===== src/rtl/core/pat_pkg.sv =====
// Shared types, codes and helpers for the publication attempt tracker.
`default_nettype none
package pat_pkg;

  localparam int TAG_W         = 64;
  localparam int SEQ_W         = 32;
  localparam int CODE_W        = 3;
  localparam int COUNT_W       = 16;
  localparam int ITEM_DATA_W   = 232;
  localparam int RESULT_DATA_W = 8;
  localparam int CFG_INDEX_W   = 1;
  localparam int CFG_DATA_W    = 64;

  localparam logic [CFG_INDEX_W-1:0] CFG_BOUNDARY = 1'b0;
  localparam logic [CFG_INDEX_W-1:0] CFG_HISTORY  = 1'b1;
  localparam logic [COUNT_W-1:0]     HISTORY_RESET = 16'd16;

  localparam logic OP_INSTALL    = 1'b0;
  localparam logic OP_TRANSITION = 1'b1;

  localparam logic [CODE_W-1:0] ST_NOT_PUB    = 3'd0;
  localparam logic [CODE_W-1:0] ST_IN_PROG    = 3'd1;
  localparam logic [CODE_W-1:0] ST_PUBLISHED  = 3'd2;
  localparam logic [CODE_W-1:0] ST_FAIL_RETRY = 3'd3;
  localparam logic [CODE_W-1:0] ST_FAIL_TERM  = 3'd4;
  localparam logic [CODE_W-1:0] ST_ACCEPTED   = 3'd5;

  localparam logic [CODE_W-1:0] STS_OK            = 3'd0;
  localparam logic [CODE_W-1:0] STS_WRONG_VIEW    = 3'd1;
  localparam logic [CODE_W-1:0] STS_WRONG_BOUND   = 3'd2;
  localparam logic [CODE_W-1:0] STS_HIST_FULL     = 3'd3;
  localparam logic [CODE_W-1:0] STS_BAD_MOVE      = 3'd4;
  localparam logic [CODE_W-1:0] STS_PRIOR_PENDING = 3'd5;

  typedef struct packed {
    logic               opcode;
    logic [SEQ_W-1:0]   attempt_seq;
    logic [TAG_W-1:0]   attempt_tag;
    logic [CODE_W-1:0]  to_state;
    logic [CODE_W-1:0]  from_state;
    logic [TAG_W-1:0]   boundary_in;
    logic [TAG_W-1:0]   view_tag;
  } pat_item_t;

  typedef struct packed {
    logic              view_visible;
    logic [CODE_W-1:0] state_out;
    logic [CODE_W-1:0] status;
  } pat_result_t;

  function automatic logic legal_move(input logic [CODE_W-1:0] from_s,
                                      input logic [CODE_W-1:0] to_s);
    logic ok;
    if (to_s == ST_IN_PROG) begin
      ok = (from_s == ST_NOT_PUB) || (from_s == ST_FAIL_RETRY);
    end else if (from_s == ST_IN_PROG) begin
      ok = (to_s == ST_PUBLISHED) || (to_s == ST_FAIL_RETRY) || (to_s == ST_FAIL_TERM);
    end else begin
      ok = (from_s == ST_PUBLISHED) && (to_s == ST_ACCEPTED);
    end
    return ok;
  endfunction

endpackage
`default_nettype wire


===== src/rtl/core/pat_in_stage.sv =====
// Input register stage that holds one request until the core takes it.
`default_nettype none
module pat_in_stage (
  input  wire                      clk,
  input  wire                      rst,
  input  wire                      in_valid,
  output logic                     in_ready,
  input  wire pat_pkg::pat_item_t  in_item,
  input  wire                      advance,
  output logic                     valid,
  output pat_pkg::pat_item_t       item
);
  import pat_pkg::*;

  assign in_ready = !valid || advance;

  always_ff @(posedge clk) begin
    if (rst) begin
      valid <= 1'b0;
    end else if (in_ready) begin
      valid <= in_valid;
    end
  end

  always_ff @(posedge clk) begin
    if (in_valid && in_ready) begin
      item <= in_item;
    end
  end

endmodule
`default_nettype wire


===== src/rtl/core/pat_core.sv =====
// Lifecycle state registers and the single-pass request check.
`default_nettype none
module pat_core #(
  parameter int ID_WIDTH = 64
) (
  input  wire                          clk,
  input  wire                          rst,
  input  wire                          fire,
  input  wire pat_pkg::pat_item_t      item,
  input  wire [ID_WIDTH-1:0]           boundary_tag,
  input  wire [pat_pkg::COUNT_W-1:0]   history_limit,
  output pat_pkg::pat_result_t         result
);
  import pat_pkg::*;

  logic                view_present;
  logic [ID_WIDTH-1:0] current_view;
  logic [CODE_W-1:0]   pub_state;
  logic                attempt_present;
  logic [ID_WIDTH-1:0] active_attempt_tag;
  logic [SEQ_W-1:0]    active_attempt_seq;
  logic [COUNT_W-1:0]  transition_count;
  logic [CODE_W-1:0]   last_from;
  logic [CODE_W-1:0]   last_to;
  logic [ID_WIDTH-1:0] last_attempt_tag;
  logic [SEQ_W-1:0]    last_attempt_seq;

  logic [ID_WIDTH-1:0] vtag;
  logic [ID_WIDTH-1:0] btag;
  logic [ID_WIDTH-1:0] atag;
  logic                is_start;
  logic                repeat_hit;
  logic                start_ok;
  logic                cont_ok;
  logic                install_ok;
  logic                commit;
  logic [CODE_W-1:0]   status;
  logic [CODE_W-1:0]   pub_state_next;

  assign vtag = item.view_tag[ID_WIDTH-1:0];
  assign btag = item.boundary_in[ID_WIDTH-1:0];
  assign atag = item.attempt_tag[ID_WIDTH-1:0];
  assign is_start = (item.to_state == ST_IN_PROG);

  assign repeat_hit = (transition_count != '0) && (item.from_state == last_from) &&
                      (item.to_state == last_to) && (atag == last_attempt_tag) &&
                      (item.attempt_seq == last_attempt_seq);

  assign start_ok = (active_attempt_seq != '1) &&
                    (item.attempt_seq == active_attempt_seq + SEQ_W'(1)) &&
                    !((item.from_state == ST_FAIL_RETRY) && attempt_present &&
                      (atag == active_attempt_tag));

  assign cont_ok = attempt_present && (atag == active_attempt_tag) &&
                   (item.attempt_seq == active_attempt_seq);

  always_comb begin
    install_ok = 1'b0;
    commit     = 1'b0;
    if (item.opcode == OP_INSTALL) begin
      if (view_present && (pub_state != ST_ACCEPTED)) begin
        status = STS_PRIOR_PENDING;
      end else begin
        status     = STS_OK;
        install_ok = 1'b1;
      end
    end else begin
      priority if (!view_present || (vtag != current_view)) begin
        status = STS_WRONG_VIEW;
      end else if (btag != boundary_tag) begin
        status = STS_WRONG_BOUND;
      end else if (repeat_hit) begin
        status = STS_OK;
      end else if (transition_count >= history_limit) begin
        status = STS_HIST_FULL;
      end else if ((item.from_state != pub_state) ||
                   !legal_move(item.from_state, item.to_state)) begin
        status = STS_BAD_MOVE;
      end else if (is_start ? !start_ok : !cont_ok) begin
        status = STS_BAD_MOVE;
      end else begin
        status = STS_OK;
        commit = 1'b1;
      end
    end
  end

  always_comb begin
    priority if (install_ok) begin
      pub_state_next = ST_NOT_PUB;
    end else if (commit) begin
      pub_state_next = item.to_state;
    end else begin
      pub_state_next = pub_state;
    end
  end

  assign result.status       = status;
  assign result.state_out    = pub_state_next;
  assign result.view_visible = (pub_state_next == ST_PUBLISHED) ||
                               (pub_state_next == ST_ACCEPTED);

  always_ff @(posedge clk) begin
    if (rst) begin
      view_present       <= 1'b0;
      current_view       <= '0;
      pub_state          <= ST_NOT_PUB;
      attempt_present    <= 1'b0;
      active_attempt_tag <= '0;
      active_attempt_seq <= '0;
      transition_count   <= '0;
      last_from          <= ST_NOT_PUB;
      last_to            <= ST_NOT_PUB;
      last_attempt_tag   <= '0;
      last_attempt_seq   <= '0;
    end else if (fire) begin
      pub_state <= pub_state_next;
      if (install_ok) begin
        view_present       <= 1'b1;
        current_view       <= vtag;
        attempt_present    <= 1'b0;
        active_attempt_tag <= '0;
        active_attempt_seq <= '0;
        transition_count   <= '0;
        last_from          <= ST_NOT_PUB;
        last_to            <= ST_NOT_PUB;
        last_attempt_tag   <= '0;
        last_attempt_seq   <= '0;
      end else if (commit) begin
        if (is_start) begin
          attempt_present    <= 1'b1;
          active_attempt_tag <= atag;
          active_attempt_seq <= item.attempt_seq;
        end
        transition_count <= transition_count + COUNT_W'(1);
        last_from        <= item.from_state;
        last_to          <= item.to_state;
        last_attempt_tag <= atag;
        last_attempt_seq <= item.attempt_seq;
      end
    end
  end

`ifndef SYNTHESIS
  a_refuse_holds: assert property (@(posedge clk) disable iff (rst)
    fire && (status != STS_OK) |=> $stable(pub_state) && $stable(transition_count))
    else $error("refused request changed the lifecycle state");

  a_install_clears: assert property (@(posedge clk) disable iff (rst)
    fire && install_ok |=> (pub_state == ST_NOT_PUB) && (transition_count == '0) &&
                           !attempt_present)
    else $error("install did not clear the lifecycle state");

  a_no_attempt_idle: assert property (@(posedge clk) disable iff (rst)
    !attempt_present |-> (pub_state == ST_NOT_PUB))
    else $error("state advanced without an active attempt");
`endif

endmodule
`default_nettype wire


===== src/rtl/core/publication_attempt_tracker_top.sv =====
// Top level: input stage, tracking core, configuration and result register.
// The request is registered in the input stage, then its result in the result register
// that drives m_tvalid; a stalled result holds the input stage.
// Throughput: one request per cycle while m_tready is high; the state registers in the core
// close their update loop as each request leaves the input stage.
// Reset (rst, synchronous): clears the lifecycle state, empties both stages,
// and returns boundary_tag to 0 and history_limit to 16.
`default_nettype none
module publication_attempt_tracker_top #(
  parameter int ID_WIDTH = 64
) (
  input  wire                                 clk,
  input  wire                                 rst,
  input  wire                                 s_tvalid,
  output logic                                s_tready,
  // view_tag[63:0], boundary_in[127:64], from_state[130:128], to_state[133:131],
  // attempt_tag[197:134], attempt_seq[229:198], zero pad[231:230]
  input  wire [pat_pkg::ITEM_DATA_W-1:0]      s_tdata,
  // opcode[0]
  input  wire                                 s_tuser,
  output logic                                m_tvalid,
  input  wire                                 m_tready,
  // status[2:0], state_out[5:3], view_visible[6], zero pad[7]
  output logic [pat_pkg::RESULT_DATA_W-1:0]   m_tdata,
  input  wire                                 cfg_wen,
  input  wire [pat_pkg::CFG_INDEX_W-1:0]      cfg_index,
  input  wire [pat_pkg::CFG_DATA_W-1:0]       cfg_wdata
);
  import pat_pkg::*;

  pat_item_t           s_item;
  pat_item_t           stage_item;
  logic                stage_valid;
  logic                advance;
  pat_result_t         core_result;
  pat_result_t         out_result;
  logic [ID_WIDTH-1:0] boundary_tag;
  logic [COUNT_W-1:0]  history_limit;

  assign s_item  = pat_item_t'({s_tuser, s_tdata[ITEM_DATA_W-3:0]});
  assign advance = stage_valid && (!m_tvalid || m_tready);

  pat_in_stage u_in_stage (
    .clk      (clk),
    .rst      (rst),
    .in_valid (s_tvalid),
    .in_ready (s_tready),
    .in_item  (s_item),
    .advance  (advance),
    .valid    (stage_valid),
    .item     (stage_item)
  );

  pat_core #(
    .ID_WIDTH (ID_WIDTH)
  ) u_core (
    .clk           (clk),
    .rst           (rst),
    .fire          (advance),
    .item          (stage_item),
    .boundary_tag  (boundary_tag),
    .history_limit (history_limit),
    .result        (core_result)
  );

  always_ff @(posedge clk) begin
    if (rst) begin
      boundary_tag  <= '0;
      history_limit <= HISTORY_RESET;
    end else if (cfg_wen) begin
      unique case (cfg_index)
        CFG_BOUNDARY: boundary_tag  <= cfg_wdata[ID_WIDTH-1:0];
        CFG_HISTORY:  history_limit <= cfg_wdata[COUNT_W-1:0];
        default: ;
      endcase
    end
  end

  always_ff @(posedge clk) begin
    if (rst) begin
      m_tvalid <= 1'b0;
    end else if (advance) begin
      m_tvalid <= 1'b1;
    end else if (m_tready) begin
      m_tvalid <= 1'b0;
    end
  end

  always_ff @(posedge clk) begin
    if (advance) begin
      out_result <= core_result;
    end
  end

  assign m_tdata = {1'b0, out_result};

endmodule
`default_nettype wire


===== config.mk =====
export PLATFORM = sky130hd
export DESIGN_NAME = publication_attempt_tracker_top
export DESIGN_NICKNAME = d
export VERILOG_FILES = /design/src/rtl/core/pat_pkg.sv /design/src/rtl/core/pat_in_stage.sv /design/src/rtl/core/pat_core.sv /design/src/rtl/core/publication_attempt_tracker_top.sv
export SDC_FILE = /design/constraint.sdc
export NUM_CORES = 1
export LEC_CHECK = 0
export BUFFER_PORTS_ARGS = -buffer_cell sky130_fd_sc_hd__buf_2
export CORE_MARGIN = 2
export CORE_UTILIZATION = 42
export CTS_CLUSTER_SIZE = 25
export DETAILED_ROUTE_END_ITERATION = 7
export SYNTH_ARGS = -nofsm -noshare
export SYNTH_HDL_FRONTEND = slang
export SYNTH_HIERARCHICAL = 1
export SYNTH_SLANG_ARGS = --single-unit

===== constraint.sdc =====
create_clock -name clk -period 4.4 [get_ports clk]
set_clock_uncertainty 0.2 [all_clocks]
set_input_delay 0.22 -clock clk [delete_from_list [all_inputs] [get_ports clk]]
set_output_delay 0.22 -clock clk [all_outputs]
set_load 0.005 [all_outputs]

**Word-level counts from Yosys, hierarchy flattened**

Index checks and enable logic that the tools add are counted.

- Register bits: 603
- Output and inout port bits: 10

- Add/sub/neg operators: 2
- Reduce and logical (&&, ||, !) cells: 39
- Order comparisons: 1
- Muxes and demuxes: 48
- Bitwise logic cells: 1
- Eq/ne operators: 22

Operators by type and width:

| cell | number |
|---|---|
| $mux W64 | 5 |
| $mux W32 | 5 |
| $eq A64 B64 Y1 | 2 |
| $ne A64 B64 Y1 | 2 |
| $eq A32 B32 Y1 | 3 |
| $mux W3 | 14 |
| $add A32 B1 Y32 const B | 1 |
| $mux W16 | 2 |
| $ne A32 B32 Y1 const B | 1 |
| $mux W1 | 22 |
| $add A16 B1 Y16 const B | 1 |
| $ge A16 B16 Y1 | 1 |
| $reduce_bool A16 Y1 | 1 |
| $eq A3 B2 Y1 const B | 5 |
| $logic_and A1 B1 Y1 | 14 |
| $eq A3 B3 Y1 const B | 3 |
| $logic_or A1 B1 Y1 | 8 |
| $reduce_and A2 Y1 | 4 |
| $logic_not A1 Y1 | 7 |
| $eq A3 B1 Y1 const B | 2 |
| $eq A3 B3 Y1 | 2 |
| $reduce_bool A2 Y1 | 3 |
| $logic_not A3 Y1 | 1 |
| $ne A3 B3 Y1 | 1 |
| 3 further kinds | 3 |

**Longest topological paths before layout**

- Word-level depth: 22
- Mapped depth: 14
- Depth with buffers taken out: 12

**Modules after synthesis**

Netlist, hierarchy kept.

Modules (own cells, without submodules):

| module | cells each | instances | area each (sq um) |
|---|---|---|---|
| pat_core | 1866 | 1 | 15478.6 |
| pat_in_stage | 236 | 1 | 6991.7 |
| publication_attempt_tracker_top | 354 | 1 | 3753.6 |

**Worst setup path before layout**

Ideal clock, no wire load.

- Kind: register to register
- Start: register u_in_stage/item[34] (netlist name)
- End: register u_core.last_attempt_tag[37]
- Cell stages (with the launch flop): 13
- Slack: 580 ps
- Data arrival time: 3503 ps
- Library setup time: 117 ps
- Cells stage by stage: edfxtp_1 -> xnor2_1 -> nand4_1 -> or4_1 -> or4b_1 -> nor4_2 -> nand3_1 -> or4b_4 -> and2_4 -> nor2b_1 -> buf_2 -> buf_2 -> a22o_1

- Cells in the longest elaborated chain, start to end: 6

Ends and longest elaborated chain:

| item | line | text |
|---|---|---|
| $ne A64 B64 Y1 | pat_core.sv:68 | `priority if (!view_present \|\| (vtag != current_view)) begin` |
| $logic_or A1 B1 Y1 | pat_core.sv:68 |  |
| $mux W1 | pat_core.sv:68 |  |
| $mux W1 | pat_core.sv:60 | `if (item.opcode == OP_INSTALL) begin` |
| $reduce_bool A2 Y1 (no source line) | - |  |
| $reduce_and A2 Y1 (no source line) | - |  |
| end signal: assignment | pat_core.sv:138 | `last_attempt_tag <= atag;` |
| end: declaration | pat_core.sv:25 | `logic [ID_WIDTH-1:0] last_attempt_tag;` |

No other way between the ends.
A chain may end at the register's enable or synchronous reset.

**Worst setup path after layout**

- Start: register u_in_stage/item[26] (netlist name)
- End: register u_core.last_attempt_tag[58]

- Cells in the longest elaborated chain, start to end: 6

Ends and longest elaborated chain:

| item | line |
|---|---|
| $ne A64 B64 Y1 | pat_core.sv:68 |
| $logic_or A1 B1 Y1 | pat_core.sv:68 |
| $mux W1 | pat_core.sv:68 |
| $mux W1 | pat_core.sv:60 |
| $reduce_bool A2 Y1 (no source line) | - |
| $reduce_and A2 Y1 (no source line) | - |

No other way between the ends.

==> summary.md <==
| Metric | Value |
|---|---|
| Placed cells | 3504 |
| Total gr overflow | 0 |
| DR vias/cell | 5.27 |
| Max Slew Vio Count | 0 |
| First-pass GRT wire length | 116000 µm |
| Share of cells above drive strength 1 | 15.7% |
| WS Path Type | reg -> reg |
| Maximum clock frequency | 0.235 GHz |
| Input/output buffers | 309 |
| Die Area | 64500 µm² |
| Net count after synthesis | 2778 |
| CP arrival | 4.55 ns |
| Final instance area | 34400 µm² |
| Mux cell area share after synthesis | 1.34% |
| Starting density of the core | 42.5% |
| DRC viols | 0 |
| CP max stage cell | or4b_1 |
| # IOs | 313 |
| # H-tree levels | 3 |
| Top_reg_cell synth | dfxtp_1 |
| Post-Place Setup Slack | 0.147 ns |
| Worst-Skew Late Latency | 0.62 ns |
| CTS tree | done |
| Hold/Removal Path Class | in -> reg |
| Slowest stage delay, CP | 0.58 ns |
| Number of flops mapped to enable cells by yosys | 238 |
| Final antenna-violating net count | 0 |
| Sequential share of the synthesized area | 55.1% |
| Clk pin slew, worst setup/hold paths | 0.06 ns |
| Synth Warn # | 6 |
| CTS root buffer | clkbuf_16 |
| Crit-path max FO | 27 |
| FILL cells | 5240 |
| Initial drt markers | 1677 |
| Slew HR | 36.5% |
| Register area | 14500 µm² |
| Outcome | finished clean |
| Tmin final | 4.26 ns |
| Cell Area, Placed | 28700 µm² |
| Drt wl/cell | 19.4 µm |
| Critical Path RT | 4.69 ns |
| Hold violation total from the final report | 0 |
| Fin cells | 3978 |
| Final Cycle Share | 96.8% |
| Reg2reg end | u_core/last_attempt_tag[58]$_SDFFE_PP0P_ |
| Largest family of logic cells by synthesized area | simple AND/OR/NAND/NOR gates |
| Vias in the first global route | 20500 |
| Crit path launch | u_in_stage/item[26]$_DFFE_PP_ |
| RR Startpoint | u_in_stage/item[26]$_DFFE_PP_ |
| Dpl hpwl | 51700 µm |
| Layout Nets | 3394 |
| Worst VDD drop | 0.340 mV |
| Initial antenna violation count | 18 |
| Cell Area, Synth | 26200 µm² |
| Clock buffer count from CTS | 68 |
| Synth Area in Simple Gates | 18.2% |
| FF-to-FF path depth | 12 |
| Crit path capture type | flop |
| Gate Count Post-Synth | 2456 |
| TritonRoute pass-1 iters | 6 |
| Crit-path cells | xnor2_1 -> nand4_1 -> or4_1 -> or4b_1 -> nor4_2 -> buf_4 -> nand3_1 -> or4b_4 -> and2_4 -> nor2b_4 -> buf_12 -> a22o_1 |
| Adder-Cell Fraction of Synth Area | 0.907% |
| Setup TNS | 0 ns |
| Setup violators final | 0 |
| Clk buf depth | 3 |
| GRT Total Usage | 23.4% |
| Die extent in x | 254 µm |
| Syn_area_per_cell | 10.7 µm² |
| WL final | 77200 µm |
| Synth Area in XOR/XNOR | 11.4% |
| Reg2reg setup slack | 0.14 ns |
| PwrDens | 381 nW/µm² |
| P&R area growth vs syn | 31.2% |
| Core area | 61700 µm² |
| Maxcap violations | 0 |
| Yosys cell types | 72 |
| CP Launch Type | flop |
| Synth Area in Compound Gates | 9.99% |
| Flops & latches, synth | 603 |
| Multi-input logic area | 11000 µm² |
| Gpl congestion | 0.890 |
| Via count | 21000 |
| Pleak | 0.0128 µW |
| RSZ-0062 raised after global routing | false |
| Post-CTS setup repair buffer count | 0 |
| Share of synthesized flip-flops with an asynchronous set or reset | 0% |
| Critical path destination | u_core/last_attempt_tag[58]$_SDFFE_PP0P_ |
| Slew of the pin with the lowest slew margin | 0.950 ns |
| Clock sink total | 603 |
| Die H | 254 µm |
| Rows | 91 |
| Setup slack after layout | 0.141 ns |
| Largest net degree at the start of global routing | 99 |
[metrics by stage]
stage                     total power (µW)  utilization (%)  hold slack [ns]
after floorplan                       6840                -           0.0824
after global placement                7250             46.6            0.196
after detailed placement              7270             46.6            0.198
after CTS                            13200             55.7           0.0234
after global routing                 13600             55.7           0.0848
final                                13100             55.7           0.0784
[synth_stat cells (all sizes together), types with 49 or more instances]
master,n,area (µm²)
dfxtp,365,7310
nand2,268,1010
edfxtp,238,7150
xnor2,212,1860
o21ai,164,821
xor2,130,1140
nand3,126,631
nand2b,110,696
a22o,101,885
a21oi,91,459
clkbuf,90,339
nand4,87,551
nor4,61,403
buf,56,295
nand4bb,49,552
[per-layer routing]
metal / share of wire [%] / track usage (%) / vias up
li1: - / - / 10100
met1: 43 / 31.3 / 10100
met2: 47 / 37.8 / 647
met3: 6.0 / 4.70 / 141
met4: 3.1 / 8.05 / 8
met5: 0.056 / 0 / -
[cell usage in the layout (no fill, tap or decap), drive strengths merged, types with 14 or more instances in the layout]
cell and n:
nand2 268, nand4 87, xor2 130, nand4bb 49, a21oi 91, nand3 126
a22o 101, nor3 18, dlygate4sd3 335, and2 14, mux2i 35, clkinv 20
nor4 61, dfxtp 365, nor2 42, clkbuf 97, ha 19, xnor2 212
nand2b 110, buf 357, o21ai 164, inv 43, edfxtp 238, and3 15
[worst max-delay path, delay by kind of cell, from the launching register on]
kind	cells	cell delay, ns
AO/OA/AOI/OAI	1	0.24
buffers and inverters	2	0.41
XOR/XNOR	1	0.25
AND/OR/NAND/NOR	8	2.62
flip-flops	1	0.40
[sequential cells by signal (all words and copies together) (netlist names)]
signal and flops:
u_in_stage/item 231, u_core/last_attempt_seq 32, u_core/view_present 1, u_core/current_view 64
boundary_tag 64, u_core/attempt_present 1, u_core/active_attempt_seq 32, u_core/transition_count 16
u_in_stage/valid 1, history_limit 16, u_core/last_attempt_tag 64, m_tdata 7
u_core/pub_state 3, u_core/last_to 3, m_tvalid 1, u_core/last_from 3
u_core/active_attempt_tag 64
[where the power goes]
part           total (µW)  internal (µW)  switching [µW]  leakage, µW
sequential           6250           6050             205      0.00524
clock                5700           3330            2370      0.00110
combinational        1160            575             583      0.00641
[how the worst min path moves through the flow]
stage,startpoint,endpoint,cells past startpoint
finish,rst,history_limit[4]$_SDFFE_PP1P_,2
global route,s_tdata[159],u_in_stage/item[159]$_DFFE_PP_,2
CTS,rst,history_limit[4]$_SDFFE_PP1P_,2
detailed placement,s_tdata[59],u_in_stage/item[59]$_DFFE_PP_,1
global placement,s_tdata[19],u_in_stage/item[19]$_DFFE_PP_,1
floorplan,rst,u_in_stage/valid$_SDFFE_PP0P_,1
[cells by family after synthesis]
| kind of cell | count (synthesis) |
|---|---|
| xor+xnor | 342 |
| buf+inv | 185 |
| compound gates | 415 |
| fa+ha+maj | 19 |
| mux | 35 |
| simple gates | 856 |
| other cells | 1 |
| flops | 603 |
[final cells by class]
| cell class | instances | share of cell area (%) |
|---|---|---|
| clock inverters | 29 | 0.978 |
| multi-input cells | 1668 | 32.1 |
| diodes | 13 | 0.0946 |
| clock buffers | 97 | 5.59 |
| inverters | 39 | 0.426 |
| repair buffers | 692 | 15.7 |
| well taps | 837 | 3.04 |
| flip-flops and latches | 603 | 42.0 |
[timing repair]
item	CTS	global route
endpoints found under the setup margin	0	189
endpoints found under the hold margin	313	0
gates resized for setup	0	6
hold buffers	335	0
(Power assumes the default switching activity.)
